File: src/design/alps_pkg.sv
`default_nettype none
package alps_pkg;

  // default pool capacity
  localparam int unsigned MAX_ENTRIES = 256;

  // configuration register indexes
  localparam int unsigned CFG_IDX_W = 3;
  localparam logic [CFG_IDX_W-1:0] CFG_SERVER_HOST   = 3'd0;
  localparam logic [CFG_IDX_W-1:0] CFG_POOL_SIZE     = 3'd1;
  localparam logic [CFG_IDX_W-1:0] CFG_LEASE_DEFAULT = 3'd2;
  localparam logic [CFG_IDX_W-1:0] CFG_LEASE_MAX     = 3'd3;
  localparam logic [CFG_IDX_W-1:0] CFG_LEASE_MIN     = 3'd4;

  // message opcodes
  localparam logic [1:0] OP_DISCOVER = 2'd0;
  localparam logic [1:0] OP_REQUEST  = 2'd1;

  // reply kinds
  localparam logic [1:0] KIND_OFFER = 2'd0;
  localparam logic [1:0] KIND_ACK   = 2'd1;
  localparam logic [1:0] KIND_NAK   = 2'd2;

  typedef enum logic [1:0] {
    ST_FREE     = 2'd0,
    ST_PENDING  = 2'd1,
    ST_OCCUPIED = 2'd2,
    ST_EXPIRED  = 2'd3
  } status_e;

  typedef enum logic [1:0] {
    S_CLEAR,
    S_IDLE,
    S_SCAN,
    S_FINISH
  } state_e;

  // one lease table entry
  typedef struct packed {
    status_e     status;
    logic [15:0] owner;
    logic [31:0] expiry;
  } entry_t;

  // latched message word
  typedef struct packed {
    logic [31:0] now_time;
    logic [15:0] sender_host;
    logic [15:0] target_host;
    logic        target_broadcast;
    logic [1:0]  opcode;
    logic [15:0] asked_address;
    logic [31:0] asked_expiry;
  } msg_t;

  // lease limits from the register file
  typedef struct packed {
    logic [31:0] lease_default;
    logic [31:0] lease_max;
    logic [31:0] lease_min;
  } lease_cfg_t;

endpackage
`default_nettype wire

File: src/design/alps_grant.sv
`default_nettype none
module alps_grant (
  input  alps_pkg::msg_t       msg_i,
  input  alps_pkg::lease_cfg_t cfg_i,
  output logic [31:0]          grant_o
);

  logic [32:0]        sum_def;
  logic [32:0]        sum_max;
  logic [32:0]        sum_min;
  logic signed [33:0] diff;
  logic signed [33:0] max_s;
  logic signed [33:0] min_s;

  // saturating sums and the signed distance to the asked time
  always_comb begin
    sum_def = {1'b0, msg_i.now_time} + {1'b0, cfg_i.lease_default};
    sum_max = {1'b0, msg_i.now_time} + {1'b0, cfg_i.lease_max};
    sum_min = {1'b0, msg_i.now_time} + {1'b0, cfg_i.lease_min};
    diff    = $signed({2'b00, msg_i.asked_expiry}) - $signed({2'b00, msg_i.now_time});
    max_s   = $signed({2'b00, cfg_i.lease_max});
    min_s   = $signed({2'b00, cfg_i.lease_min});
    if (msg_i.asked_expiry == 32'd0) begin
      grant_o = sum_def[32] ? 32'hFFFF_FFFF : sum_def[31:0];
    end else if (diff > max_s) begin
      grant_o = sum_max[32] ? 32'hFFFF_FFFF : sum_max[31:0];
    end else if (diff < min_s) begin
      grant_o = sum_min[32] ? 32'hFFFF_FFFF : sum_min[31:0];
    end else begin
      grant_o = msg_i.asked_expiry;
    end
  end

endmodule
`default_nettype wire

File: config.mk
export PLATFORM = sky130hd
export DESIGN_NAME = alps_grant
export DESIGN_NICKNAME = d
export VERILOG_FILES = /design/src/design/alps_pkg.sv /design/src/design/alps_grant.sv
export SDC_FILE = /design/constraint.sdc
export NUM_CORES = 1
export LEC_CHECK = 0
export ABC_AREA = 1
export BUFFER_PORTS_ARGS = -buffer_cell sky130_fd_sc_hd__buf_2
export CELL_PAD_IN_SITES_DETAIL_PLACEMENT = 1
export CELL_PAD_IN_SITES_GLOBAL_PLACEMENT = 1
export CORE_MARGIN = 2
export CORE_UTILIZATION = 41
export DETAILED_ROUTE_END_ITERATION = 10
export GPL_TIMING_DRIVEN = 0
export PLACE_DENSITY = 0.89
export RECOVER_POWER = 100
export SLEW_MARGIN = 20
export SYNTH_ARGS = -nofsm -noshare
export SYNTH_HDL_FRONTEND = slang
export SYNTH_SLANG_ARGS = --single-unit
File: constraint.sdc
create_clock -name vclk -period 10.4
set_input_delay 2.08 -clock vclk [all_inputs]
set_output_delay 2.08 -clock vclk [all_outputs]
set_load 0.01 [all_outputs]
==> flow_metrics.tcl, run 1 <==
set metrics [dict create \
    dpl.hpwl_um 41250 \
    ys_warn_count 0 \
    nets 2424 \
    period_share_pct 91.67 \
    wl_per_cell_um 19.45 \
    antenna_found_initial 3 \
    die_x_um 162.4 \
    setup_viol 0 \
    dr.pass1.iters 5 \
    num_vias 13200 \
    rows 57 \
    syn_area_um2 10280 \
    min_period_ns 9.534 \
    die_h_um 162.4 \
    synth.net_count 2230 \
    start_util_pct 42.03 \
    synth_simple_gate_area_share_pct 36.27 \
    rsz0062_at_grt "false" \
    netlist.area_leader.share_pct 23.24 \
    synth.distinct_cells 47 \
    finalHoldViolations 0 \
    synth-compound-area-share_pct 20.18 \
    drcViolationCount 0 \
    status "complete, no violations" \
    crit_path_start_kind "input pin" \
    grt_use_total_pct 33.91 \
    seq_cell_count 0 \
    max-cap-violations 0 \
    grt_pass1_wl_um 70750 \
    synthAdderAreaFrac_pct 24.02 \
    critPathArrivalTime_ns 7.45 \
    final_cell_mix "nand2_1 (462), inv_1 (260), ha_1 (191)" \
    drv_slew 0 \
    final_common_cell "nand2_1" \
    synthMuxAreaShare_pct 0 \
    ant_nets 0 \
    p_leak_uw 0.006363 \
    syn2layout_area_growth_pct 13.13 \
    synth_seq_area_share_pct 0 \
    clock.fmax_mhz 104.9 \
    final-seq-area_um2 0 \
    max-slew-margin-rel_pct 25.00 \
    setup_ws_ns 0.8663 \
    via_per_inst 5.638 \
    port_buffers 192 \
    required_ns 8.32 \
    die-area_um2 26360 \
    synthCells 1824 \
    post_cts_resized 0 \
    grt_pass1_vias 13840 \
    place_ws_ns 1.296 \
    drtIter0Drc 970 \
    worst_pin_slew_ns 1.116 \
    post-cts-setup-buffers 0 \
    finalSetupTns_ns 0 \
    synth_xor_area_share_pct 8.177 \
    holdPathStages 7 \
    crit_type "input pin to output port" \
    yosysTopAreaCell "ha_1" \
    endpoint_kind "output port" \
    drive_gt1_share_pct 11.36 \
    power_density_nw_per_um2 88.61 \
    gr-total-overflow 0 \
    yosys-top-cells-area "ha_1 (23%), nand2_1 (17%), inv_1 (9.5%)" \
    place_congestion 1.008 \
    synth_top_family_by_area "simple AND/OR/NAND/NOR gates" \
    ir_worst_vdd_uv 35.57 \
    ctsHoldBuffers 0 \
    cp_common_cell "nand2_1" \
    clkbuf_count 0 \
    nFillCells 3613 \
    cp_slowest_cell "o21ai_0" \
    wirelength_um 45550 \
    crit_fanout 10 \
    core_area_um2 24460 \
    ios 243 \
    syn_avg_cell_area_um2 5.637 \
    grt_max_degree 11 \
    crit_path_max_incr_delay_ns 0.53 \
    hold_path.class "input pin to output port" \
]
cell usage after synthesis (all sizes together) (2+ instances only):
master   number
a211oi        5
a21boi        8
a21o         17
a21oi       184
a221oi        6
a31oi        13
and2          4
buf          23
clkbuf        6
fa            4
ha          191
inv         262
nand2       468
nand3       160
nand3b        9
nand4        23
nor2        184
nor3         17
nor4         14
o2111ai       2
o211ai        5
o21a          8
o21ai        97
o21bai       11
or2           4
xnor2        43
xor2         53
routing by layer:
layer	global-route usage (%)	vias to the layer above	wire length [µm]
li1	-	6472	-
met3	1.604	94	2318
met4	10.78	2	1736
met2	60.14	418	21030
met5	0	-	12
met1	44.20	6218	20460
critical path, delay by kind of cell:
kind	cells	cell delay (ns)
adder cells (fa/ha/maj)	2	0.63
XOR/XNOR	1	0.33
AO/OA/AOI/OAI	8	2.02
AND/OR/NAND/NOR	15	1.54
buffers and inverters	6	0.84
kinds of logic (layout without fill, tap and decap cells):
group	count (synthesis)	after routing
AND/OR/NAND/NOR	883	883
AO/OA/AOI/OAI	359	359
buffers and inverters	291	483
adder cells (fa/ha/maj)	195	195
XOR/XNOR	96	96
other	0	2
worst paths after layout:
check       from     endpoint  slack (ns)
max    msg_i[84]  grant_o[12]        0.87
min    cfg_i[64]   grant_o[0]        4.67
where the power goes:
part	leakage, µW	switching [µW]	internal [µW]
Combinational	0.00636	679	352
Sequential	0	0	0
Clock	0.0000000127	0	0.0000257
area by class of cell:
cell class	count	area, µm²	share of cell area [%]
Tap cell	324	405.4	3.485
Buffer	29	177.7	1.527
Timing Repair Buffer	192	940.9	8.089
Antenna cell	2	5.005	0.04302
Multi-Input combinational cell	1533	9115	78.36
Inverter	262	988.4	8.497
through the flow:
stage	hold slack (ns)	utilization (%)	total power, µW	instances	instance area [µm²]
floorplan	4.411	-	660.2	1824	10280
global placement	4.641	47.62	976.0	2340	11650
detailed placement	4.673	47.62	1014	2340	11650
CTS	4.676	47.62	1019	2340	11650
global route	4.713	47.55	1139	2342	11630
finish	4.672	47.55	1031	2342	11630
Note: power is estimated with default switching activity, not from simulation.
==> run 2, diff against run 1 <==
Settings changed: CORE_UTILIZATION 41 to 35, PLACE_DENSITY 0.89 to 0.81.
Clock period 10.4 ns to 8.33 ns, I/O delays scaled along.
==> flow_metrics.tcl, run 2 (synthesized netlist as in run 1, its figures left out) <==
set metrics [dict create \
    required_ns 6.66 \
    dr.pass1.iters 5 \
    via_per_inst 5.447 \
    nFillCells 4125 \
    finalHoldViolations 0 \
    critPathArrivalTime_ns 6.35 \
    wirelength_um 45870 \
    power_density_nw_per_um2 109.7 \
    dpl.hpwl_um 41600 \
    setup_viol 0 \
    clock.fmax_mhz 124.8 \
    seq_cell_count 0 \
    drcViolationCount 0 \
    crit_path_max_incr_delay_ns 0.40 \
    drtIter0Drc 783 \
    ios 243 \
    start_util_pct 35.73 \
    place_congestion 0.9877 \
    grt_pass1_wl_um 69810 \
    report.power.total_uw 1293 \
    rows 62 \
    worst_pin_slew_ns 1.102 \
    ant_nets 0 \
    antenna_found_initial 3 \
    port_buffers 192 \
    num_vias 13100 \
    holdPathStages 7 \
    grt_max_degree 11 \
    endpoint_kind "output port" \
    finish.instance_area_um2 11780 \
    core_area_um2 28780 \
    p_leak_uw 0.006403 \
    rsz0062_at_grt "false" \
    drive_gt1_share_pct 12.22 \
    gr-total-overflow 0 \
    diodes 0 \
    clkbuf_count 0 \
    final_cell_mix "nand2_1 (460), inv_1 (259), ha_1 (191)" \
    die-area_um2 30770 \
    grt_pass1_vias 13370 \
    crit_fanout 10 \
    wl_per_cell_um 19.07 \
    max-slew-margin-rel_pct 25.99 \
    die_h_um 175.4 \
    min_period_ns 8.016 \
    syn2layout_area_growth_pct 14.60 \
    dpl_cell_area_um2 11720 \
    max-cap-violations 0 \
    status "complete, no violations" \
    hold_end "grant_o[0]" \
    ir_worst_vdd_uv 45.18 \
    crit_type "input pin to output port" \
    period_share_pct 96.23 \
    grt_use_total_pct 28.74 \
    multi_input_area_um2 9151 \
    cp_common_cell "nand2_1" \
    crit_path_start_kind "input pin" \
    nets 2429 \
    dp.cells 2400 \
    final_cells 2405 \
    hold_path.class "input pin to output port" \
    drv_slew 0 \
    cp_slowest_cell "fa_1" \
    worstHoldStart "cfg_i[64]" \
    final-seq-area_um2 0 \
    final_common_cell "nand2_1" \
    die_x_um 175.4 \
]
-- run 2: changes by cell type in the layout (fill, tap and decap cells not counted), sizes merged --
cell	delta
buf	+8
clkbuf	-3
inv	-1
clkinvlp	+1
diode	-2
-- run 2: timing repair --
action                                  4_1_cts  5_1_grt
buffers inserted                              0        5
hold buffers                                  0        0
endpoints found under the setup margin        5       32
pin swaps                                     0        3
resized for setup                             1        9
hold endpoints to repair                      0        0
-- run 2: stage by stage --
step	setup TNS, ns	utilization (%)	worst slack, ns	hold WS (ns)
final	0	40.94	0.3139	3.837
after global routing	0	40.94	0.04067	3.914
after CTS	0	40.75	0.09963	3.827
after detailed placement	-0.005286	40.74	-0.002705	3.824
after global placement	0	40.74	0.1655	3.823
after floorplan	0	-	1.552	3.583
-- run 2: per-layer routing --
layer / vias up / global-route usage, % / part of all wire (%)
met1: 6185 / 37.76 / 45
met3: 62 / 1.818 / 5.3
met2: 351 / 50.89 / 47
met5: - / 0 / 0.048
li1: 6497 / - / -
met4: 4 / 7.326 / 2.5
-- run 2: area by class of cell --
cell class                 instances  share of cell area, %
inverter                         262                  8.399
timing repair buffer             197                  8.346
tap                              384                  4.077
multi-input combinational       1533                  77.66
buffer                            29                  1.518
-- run 2: worst max-delay path by stage --
stage	start	cells after the start	slack, ns	end
2_1_floorplan	msg_i[0]	32	1.55	grant_o[27]
3_3_place_gp	msg_i[84]	32	0.17	grant_o[11]
3_5_place_dp	msg_i[84]	32	-0.003	grant_o[22]
4_1_cts	msg_i[84]	32	0.1	grant_o[22]
5_1_grt	msg_i[0]	34	0.04	grant_o[11]
6_report	msg_i[0]	34	0.31	grant_o[25]
-- run 2: worst max-delay path: cells and delay by family --
| kind | cells | cell delay (ns) |
|---|---|---|
| and+or+nand+nor | 16 | 1.57 |
| AOI/OAI and AO/OA | 8 | 1.29 |
| buffers and inverters | 6 | 0.63 |
| adders and majority gates | 3 | 0.92 |
| xor gates and xnor gates | 1 | 0.23 |
-- run 2: report_power, final --
part	internal, µW	leakage, µW	total (µW)	switching, µW
clock network	0	0	0	0
registers	0	0	0	0
logic	446	0.00640	1290	847
