<file path="src/design/alps_pkg.sv">
`default_nettype none
package alps_pkg;

  // default pool capacity
  localparam int unsigned MAX_ENTRIES = 256;

  // configuration register indexes
  localparam int unsigned CFG_IDX_W = 3;
  localparam logic [CFG_IDX_W-1:0] CFG_SERVER_HOST   = 3'd0;
  localparam logic [CFG_IDX_W-1:0] CFG_POOL_SIZE     = 3'd1;
  localparam logic [CFG_IDX_W-1:0] CFG_LEASE_DEFAULT = 3'd2;
  localparam logic [CFG_IDX_W-1:0] CFG_LEASE_MAX     = 3'd3;
  localparam logic [CFG_IDX_W-1:0] CFG_LEASE_MIN     = 3'd4;

  // message opcodes
  localparam logic [1:0] OP_DISCOVER = 2'd0;
  localparam logic [1:0] OP_REQUEST  = 2'd1;

  // reply kinds
  localparam logic [1:0] KIND_OFFER = 2'd0;
  localparam logic [1:0] KIND_ACK   = 2'd1;
  localparam logic [1:0] KIND_NAK   = 2'd2;

  typedef enum logic [1:0] {
    ST_FREE     = 2'd0,
    ST_PENDING  = 2'd1,
    ST_OCCUPIED = 2'd2,
    ST_EXPIRED  = 2'd3
  } status_e;

  typedef enum logic [1:0] {
    S_CLEAR,
    S_IDLE,
    S_SCAN,
    S_FINISH
  } state_e;

  // one lease table entry
  typedef struct packed {
    status_e     status;
    logic [15:0] owner;
    logic [31:0] expiry;
  } entry_t;

  // latched message word
  typedef struct packed {
    logic [31:0] now_time;
    logic [15:0] sender_host;
    logic [15:0] target_host;
    logic        target_broadcast;
    logic [1:0]  opcode;
    logic [15:0] asked_address;
    logic [31:0] asked_expiry;
  } msg_t;

  // lease limits from the register file
  typedef struct packed {
    logic [31:0] lease_default;
    logic [31:0] lease_max;
    logic [31:0] lease_min;
  } lease_cfg_t;

endpackage
`default_nettype wire

</file>
<file path="src/design/alps_ctrl.sv">
`default_nettype none
module alps_ctrl #(
  parameter int unsigned MAX_ENTRIES = alps_pkg::MAX_ENTRIES,
  parameter int unsigned AW = (MAX_ENTRIES > 1) ? $clog2(MAX_ENTRIES) : 1,
  parameter int unsigned CW = $clog2(MAX_ENTRIES + 1),
  parameter int unsigned NW = (CW > 9) ? CW : 9
) (
  input  wire logic          clk_i,
  input  wire logic          rst_ni,
  input  wire logic          start_i,
  output logic               busy_o,
  input  alps_pkg::msg_t     msg_i,
  output alps_pkg::msg_t     msg_o,
  input  wire logic [NW-1:0] live_i,
  input  wire logic [15:0]   server_host_i,
  input  wire logic [31:0]   grant_i,
  // memory side
  output logic               rd_en_o,
  output logic [AW-1:0]      rd_addr_o,
  input  alps_pkg::entry_t   rd_data_i,
  output logic               wr_en_o,
  output logic [AW-1:0]      wr_addr_o,
  output alps_pkg::entry_t   wr_data_o,
  // result word
  output logic               result_valid_o,
  output logic [1:0]         reply_kind_o,
  output logic [15:0]        client_host_o,
  output logic [15:0]        reply_address_o,
  output logic [31:0]        reply_expiry_o
);

  alps_pkg::state_e state_q, state_d;
  alps_pkg::msg_t   msg_q;

  logic [AW-1:0] clr_q;
  logic [NW-1:0] rd_q;
  logic          vld_q;
  logic [AW-1:0] idx_q;

  logic          own_hit_q, free_hit_q, exp_hit_q;
  logic [AW-1:0] own_idx_q, free_idx_q, exp_idx_q;
  logic          tgt_hit_q;
  alps_pkg::status_e tgt_st_q;
  logic [15:0]   tgt_own_q;

  logic [31:0]   grant_q;

  logic          res_vld_q;
  logic [1:0]    res_kind_q;
  logic [15:0]   res_host_q, res_addr_q;
  logic [31:0]   res_exp_q;

  logic             issue;
  logic             mode_disc, mode_ack, mode_rel;
  alps_pkg::entry_t post;
  logic             owned;
  logic             is_tgt;
  logic             pick_hit;
  logic [AW-1:0]    pick_idx;
  logic             ack_ok;
  logic [16:0]      idx_plus;
  logic [16:0]      pick_plus;
  logic [16:0]      addr_m1;

  // message classes
  always_comb begin
    mode_disc = msg_q.target_broadcast && (msg_q.opcode == alps_pkg::OP_DISCOVER);
    mode_ack  = !msg_q.target_broadcast && (msg_q.opcode == alps_pkg::OP_REQUEST) &&
                (msg_q.target_host == server_host_i);
    mode_rel  = !msg_q.target_broadcast && (msg_q.opcode == alps_pkg::OP_REQUEST) &&
                (msg_q.target_host != server_host_i);
  end

  // expiry and release applied to the entry just read
  always_comb begin
    post = rd_data_i;
    if (rd_data_i.expiry <= msg_q.now_time) begin
      if (rd_data_i.status == alps_pkg::ST_PENDING) begin
        post = '{status: alps_pkg::ST_FREE, owner: 16'd0, expiry: 32'd0};
      end else if (rd_data_i.status == alps_pkg::ST_OCCUPIED) begin
        post.status = alps_pkg::ST_EXPIRED;
        post.expiry = 32'd0;
      end
    end
    owned    = (post.status != alps_pkg::ST_FREE) && (post.owner == msg_q.sender_host);
    idx_plus = 17'(idx_q) + 17'd1;
    is_tgt   = (idx_plus == {1'b0, msg_q.asked_address});
    if (mode_rel && owned && (post.status == alps_pkg::ST_PENDING)) begin
      post = '{status: alps_pkg::ST_FREE, owner: 16'd0, expiry: 32'd0};
    end
  end

  // discover choice: owned, then free, then expired
  always_comb begin
    pick_hit = own_hit_q || free_hit_q || exp_hit_q;
    if (own_hit_q) begin
      pick_idx = own_idx_q;
    end else if (free_hit_q) begin
      pick_idx = free_idx_q;
    end else begin
      pick_idx = exp_idx_q;
    end
    pick_plus = 17'(pick_idx) + 17'd1;
    addr_m1   = {1'b0, msg_q.asked_address} - 17'd1;
    ack_ok    = tgt_hit_q && (tgt_st_q != alps_pkg::ST_FREE) &&
                (tgt_own_q == msg_q.sender_host);
  end

  // next state
  always_comb begin
    state_d = state_q;
    case (state_q)
      alps_pkg::S_CLEAR: begin
        if (clr_q == AW'(MAX_ENTRIES - 1)) begin
          state_d = alps_pkg::S_IDLE;
        end
      end
      alps_pkg::S_IDLE: begin
        if (start_i) begin
          state_d = alps_pkg::S_SCAN;
        end
      end
      alps_pkg::S_SCAN: begin
        if ((rd_q >= live_i) && !vld_q) begin
          state_d = alps_pkg::S_FINISH;
        end
      end
      alps_pkg::S_FINISH: begin
        state_d = alps_pkg::S_IDLE;
      end
      default: begin
        state_d = alps_pkg::S_IDLE;
      end
    endcase
  end

  // memory control
  always_comb begin
    busy_o    = (state_q != alps_pkg::S_IDLE);
    issue     = (state_q == alps_pkg::S_SCAN) && (rd_q < live_i);
    rd_en_o   = issue;
    rd_addr_o = rd_q[AW-1:0];
    wr_en_o   = 1'b0;
    wr_addr_o = idx_q;
    wr_data_o = post;
    case (state_q)
      alps_pkg::S_CLEAR: begin
        wr_en_o   = 1'b1;
        wr_addr_o = clr_q;
        wr_data_o = '{status: alps_pkg::ST_FREE, owner: 16'd0, expiry: 32'd0};
      end
      alps_pkg::S_SCAN: begin
        wr_en_o = vld_q;
      end
      alps_pkg::S_FINISH: begin
        if (mode_disc) begin
          wr_en_o   = pick_hit;
          wr_addr_o = pick_idx;
          wr_data_o = '{status: alps_pkg::ST_PENDING, owner: msg_q.sender_host,
                        expiry: grant_q};
        end else begin
          wr_en_o   = mode_ack && ack_ok;
          wr_addr_o = addr_m1[AW-1:0];
          wr_data_o = '{status: alps_pkg::ST_OCCUPIED, owner: msg_q.sender_host,
                        expiry: grant_q};
        end
      end
      default: begin
        wr_en_o = 1'b0;
      end
    endcase
  end

  // control registers
  always_ff @(posedge clk_i or negedge rst_ni) begin
    if (!rst_ni) begin
      state_q   <= alps_pkg::S_CLEAR;
      clr_q     <= '0;
      rd_q      <= '0;
      vld_q     <= 1'b0;
      res_vld_q <= 1'b0;
    end else begin
      state_q   <= state_d;
      res_vld_q <= 1'b0;
      if (state_q == alps_pkg::S_CLEAR) begin
        clr_q <= clr_q + AW'(1);
      end
      vld_q <= issue;
      if (state_q == alps_pkg::S_IDLE) begin
        rd_q <= '0;
      end else if (issue) begin
        rd_q <= rd_q + NW'(1);
      end
      if (state_q == alps_pkg::S_FINISH) begin
        res_vld_q <= (mode_disc && pick_hit) || mode_ack;
      end
    end
  end

  // message, search and result payload
  always_ff @(posedge clk_i) begin
    idx_q   <= rd_q[AW-1:0];
    grant_q <= grant_i;
    if ((state_q == alps_pkg::S_IDLE) && start_i) begin
      msg_q      <= msg_i;
      own_hit_q  <= 1'b0;
      free_hit_q <= 1'b0;
      exp_hit_q  <= 1'b0;
      tgt_hit_q  <= 1'b0;
    end
    if ((state_q == alps_pkg::S_SCAN) && vld_q) begin
      if (owned && !own_hit_q) begin
        own_hit_q <= 1'b1;
        own_idx_q <= idx_q;
      end
      if ((post.status == alps_pkg::ST_FREE) && !free_hit_q) begin
        free_hit_q <= 1'b1;
        free_idx_q <= idx_q;
      end
      if ((post.status == alps_pkg::ST_EXPIRED) && !exp_hit_q) begin
        exp_hit_q <= 1'b1;
        exp_idx_q <= idx_q;
      end
      if (is_tgt) begin
        tgt_hit_q <= 1'b1;
        tgt_st_q  <= post.status;
        tgt_own_q <= post.owner;
      end
    end
    if (state_q == alps_pkg::S_FINISH) begin
      res_host_q <= msg_q.sender_host;
      if (mode_disc) begin
        res_kind_q <= alps_pkg::KIND_OFFER;
        res_addr_q <= pick_plus[15:0];
        res_exp_q  <= grant_q;
      end else if (ack_ok) begin
        res_kind_q <= alps_pkg::KIND_ACK;
        res_addr_q <= msg_q.asked_address;
        res_exp_q  <= grant_q;
      end else begin
        res_kind_q <= alps_pkg::KIND_NAK;
        res_addr_q <= msg_q.asked_address;
        res_exp_q  <= 32'd0;
      end
    end
  end

  assign msg_o           = msg_q;
  assign result_valid_o  = res_vld_q;
  assign reply_kind_o    = res_kind_q;
  assign client_host_o   = res_host_q;
  assign reply_address_o = res_addr_q;
  assign reply_expiry_o  = res_exp_q;

endmodule
`default_nettype wire

</file>
<file path="config.mk">
export PLATFORM = sky130hd
export DESIGN_NAME = alps_ctrl
export DESIGN_NICKNAME = d
export VERILOG_FILES = /design/src/design/alps_pkg.sv /design/src/design/alps_ctrl.sv
export SDC_FILE = /design/constraint.sdc
export NUM_CORES = 1
export LEC_CHECK = 0
export BUFFER_PORTS_ARGS = -buffer_cell sky130_fd_sc_hd__buf_2
export CAP_MARGIN = 20
export CORE_AREA = 2 2 184 186
export CTS_CLUSTER_DIAMETER = 80
export CTS_CLUSTER_SIZE = 40
export DETAILED_ROUTE_END_ITERATION = 16
export DIE_AREA = 0 0 186 188
export PLACE_DENSITY = 0.65
export SLEW_MARGIN = 0
export SYNTH_ARGS = -nofsm -noshare
export SYNTH_HDL_FRONTEND = slang
export SYNTH_SLANG_ARGS = --single-unit
export TNS_END_PERCENT = 50
</file>
<file path="constraint.sdc">
create_clock -name clk_i -period 4.9 [get_ports clk_i]
set_input_delay 0.49 -clock clk_i [delete_from_list [all_inputs] [get_ports clk_i]]
set_output_delay 0.49 -clock clk_i [all_outputs]
set_load 0.02 [all_outputs]
</file>
==> flow_metrics.tcl <==
set metrics [dict create \
    synth-warning-count 0 \
    ys_types 69 \
    grt_pass1_vias 9465 \
    synth_ff_type "edfxtp_1" \
    dieWidth_um 186 \
    max_freq_ghz 0.215 \
    route.detailed.drc 0 \
    syn_nets 1255 \
    initial_core_util_pct 38.7 \
    finalClockSkew_ps 21.1 \
    whs_path_depth 1 \
    cts_buffer_depth 3 \
    finalSetupViolCount 0 \
    clk_pin_slew_ps 110 \
    fin_util_pct 49.2 \
    via_per_inst 5.24 \
    worstReg2RegEnd "tgt_own_q[11]$_DFFE_PP_" \
    rows 67 \
    fin_crit_sh_pct 94.9 \
    synth_edf_count 223 \
    required_ps 4410 \
    vdd_drop_max_uv 348 \
    drv_cap 0 \
    drt_pass1_iterations 5 \
    relSlewSlack_pct 26.1 \
    r2r_slack_ps 1290 \
    criticalPathCategory "reg -> out" \
    crit_arrival_ps 4160 \
    dp_hpwl_um 30300 \
    nets 1716 \
    period_needed_ps 4650 \
    routabilityCongestion 0.922 \
    synth_area_um2 12800 \
    cp_cell_sequence "inv_1, ha_1, nand4_1, nor4_2, a21boi_2, o31ai_1, and2_4, nor4_4, a31oi_4, a32o_1, buf_2" \
    grt_first_pass_wirelength_um 57600 \
    h-tree-depth 1 \
    antenna_found_initial 1 \
    antenna_left 0 \
    tightestPinTransition_ps 1110 \
    power.density_nw_per_um2 546 \
    critPathLaunchType "flip-flop" \
    end_kind "output port" \
    worstSkewPairLatency_ps 520 \
    cp_slowest_stage_delay_ps 580 \
    die_y_um 188 \
    seq_area_frac_synth_pct 63.3 \
    port-buffer-count 475 \
    tns_ps 0 \
    cts_tree "built" \
    async_flop_share_pct 7.29 \
    drive_gt1_share_pct 38.0 \
    grt_max_degree 74 \
    vias 9952 \
    whs_endpoint "grant_q[12]$_DFF_P_" \
    path_max_fanout 16 \
    syn_to_final_growth_pct 27.2 \
    hp-class "in -> reg" \
    r2r_start "msg_o[110]$_DFFE_PP_" \
    dieArea_um2 35000 \
    status "finished, final reports clean" \
    worst-r2r-cell-count 10 \
    hold_violations 0 \
    grt_usage_pct 21.8 \
    grt-ovfl-total 0 \
    netlist_instances 979 \
    post_synth.cell_area_avg_um2 13.1 \
    routedWlPerCell_um 21.2 \
    worstHoldStart "grant_i[12]" \
    clock-sinks 288 \
    synth_seq_cells 288 \
    rsz0062_at_grt "no" \
    cp_slowest_cell "nor4_4" \
    drv_slew 0 \
    design.core.area_um2 33100 \
    cts_root_buffer "clkbuf_16" \
    numCtsBuffers 17 \
    totalWireLength_um 40200 \
    drt-initial-drc-count 710 \
    fillerInstances 3024 \
    num_io_pins 476 \
    cts_setup_buffers 0 \
    p_leak_nw 6.92 \
]
==> kinds of logic (layout without fill, tap and decap cells) <==
kind of cell	count (synthesis)	count (layout)	share of synthesized area [%]
flops	288	288	63.3
simple gates	263	263	11.3
compound gates	175	176	10.5
buf+inv	119	589	4.08
xor+xnor	69	69	4.72
fa+ha+maj	51	51	4.98
mux	14	14	1.12
other cells	0	1	0
==> registers in the layout, summed over array words and instances (netlist names), 2 cells and up <==
| signal | cells |
|---|---|
| reply_kind_o | 2 |
| reply_expiry_o | 32 |
| client_host_o | 16 |
| rd_q | 9 |
| free_idx_q | 8 |
| reply_address_o | 16 |
| state_q | 2 |
| clr_q | 8 |
| tgt_own_q | 16 |
| own_idx_q | 8 |
| grant_q | 32 |
| msg_o | 115 |
| idx_q | 8 |
| tgt_st_q | 2 |
| exp_idx_q | 8 |
==> worst max path at each step <==
stage | depth (start not counted) | start | slack [ps] | endpoint
6_report | 11 | msg_o[110]$_DFFE_PP_ | 250 | wr_data_o[12]
5_1_grt | 11 | msg_o[110]$_DFFE_PP_ | 80 | wr_data_o[12]
4_1_cts | 11 | msg_o[88]$_DFFE_PP_ | 130 | wr_data_o[12]
3_5_place_dp | 11 | rd_data_i[7] | 500 | wr_data_o[12]
3_3_place_gp | 11 | rd_data_i[7] | 530 | wr_data_o[12]
2_1_floorplan | 7 | state_q[1]$_DFFE_PN0P_ | 960 | wr_data_o[42]
==> layer usage <==
layer  track usage [%]  share of wire, %  vias to the layer above
li1                  -                 -                     4558
met1              28.4                41                     4826
met2              38.4                50                      511
met3              3.52               7.2                       57
met4              4.27               2.1                        0
met5                 0                 0                        -
==> cells in the mapped netlist, drive strengths merged (18+ instances only) <==
cell	count	area share (%)
edfxtp	223	52
inv	72	2.1
ha	51	5.0
nor2	48	1.4
a21oi	46	1.8
dfxtp	44	6.9
nand2	42	1.2
and2	38	1.9
xnor2	37	2.5
a32o	32	2.5
xor2	32	2.2
clkbuf	30	0.88
nand3	27	1.1
nand4	25	1.3
o21ai	23	0.90
dfrtp	21	4.1
and3	20	0.98
nor4	18	1.0
==> area by class of cell <==
class / instances / area (µm²) / area share (%)
Clock buffer: 18 / 439 / 2.70
Tap cell: 448 / 561 / 3.44
Sequential cell: 288 / 8100 / 49.8
Inverter: 72 / 273 / 1.67
Timing Repair Buffer: 488 / 2500 / 15.3
Antenna cell: 1 / 2.50 / 0.0154
Multi-Input combinational cell: 573 / 4240 / 26.1
Clock inverter: 11 / 168 / 1.03
==> critical path, delay by kind of cell, from the launching register on <==
kind                     cells  cell delay (ps)
AO/OA/AOI/OAI                4             1190
adder cells (fa/ha/maj)      1              320
buffers and inverters        2              230
flip-flops                   1              410
AND/OR/NAND/NOR              4             1490
==> stage by stage <==
step | total power [W] | instance area, µm² | worst slack, ps | hold WS [ps] | cells
2_1_floorplan | 0.00592 | 12800 | 955 | 194 | 979
3_3_place_gp | 0.00724 | 15600 | 534 | 439 | 1866
3_5_place_dp | 0.00729 | 15600 | 499 | 458 | 1866
4_1_cts | 0.00896 | 16200 | 134 | 36.4 | 1896
5_1_grt | 0.00934 | 16300 | 81.2 | 33.5 | 1899
6_report | 0.00890 | 16300 | 250 | 56.9 | 1899
==> placed cells by master, fill, tap and decap left out, types with 14 or more instances in the layout <==
cell type  count
buf_2        475
edfxtp_1     223
inv_1         71
ha_1          49
nor2_1        47
a21oi_1       45
dfxtp_1       44
nand2_1       42
and2_1        37
xnor2_1       37
xor2_1        32
a32o_1        32
nand3_1       26
nand4_1       23
dfrtp_1       21
and3_1        20
o21ai_0       18
clkbuf_16     17
nor4_1        15
nor2b_1       14
==> what timing repair did <==
action / CTS / global route
hold endpoints to repair: 21 / 0
gates resized for setup: 0 / 1
hold buffers: 1 / 0
setup endpoints to repair: 0 / 32
==> power breakdown <==
part | leakage, nW | switching (W) | total [W] | internal (W)
Sequential | 2.73 | 0.000305 | 0.00356 | 0.00325
Combinational | 3.90 | 0.00251 | 0.00368 | 0.00117
Clock | 0.294 | 0.000932 | 0.00166 | 0.000728
No activity file was read; power rests on OpenSTA's default activity.
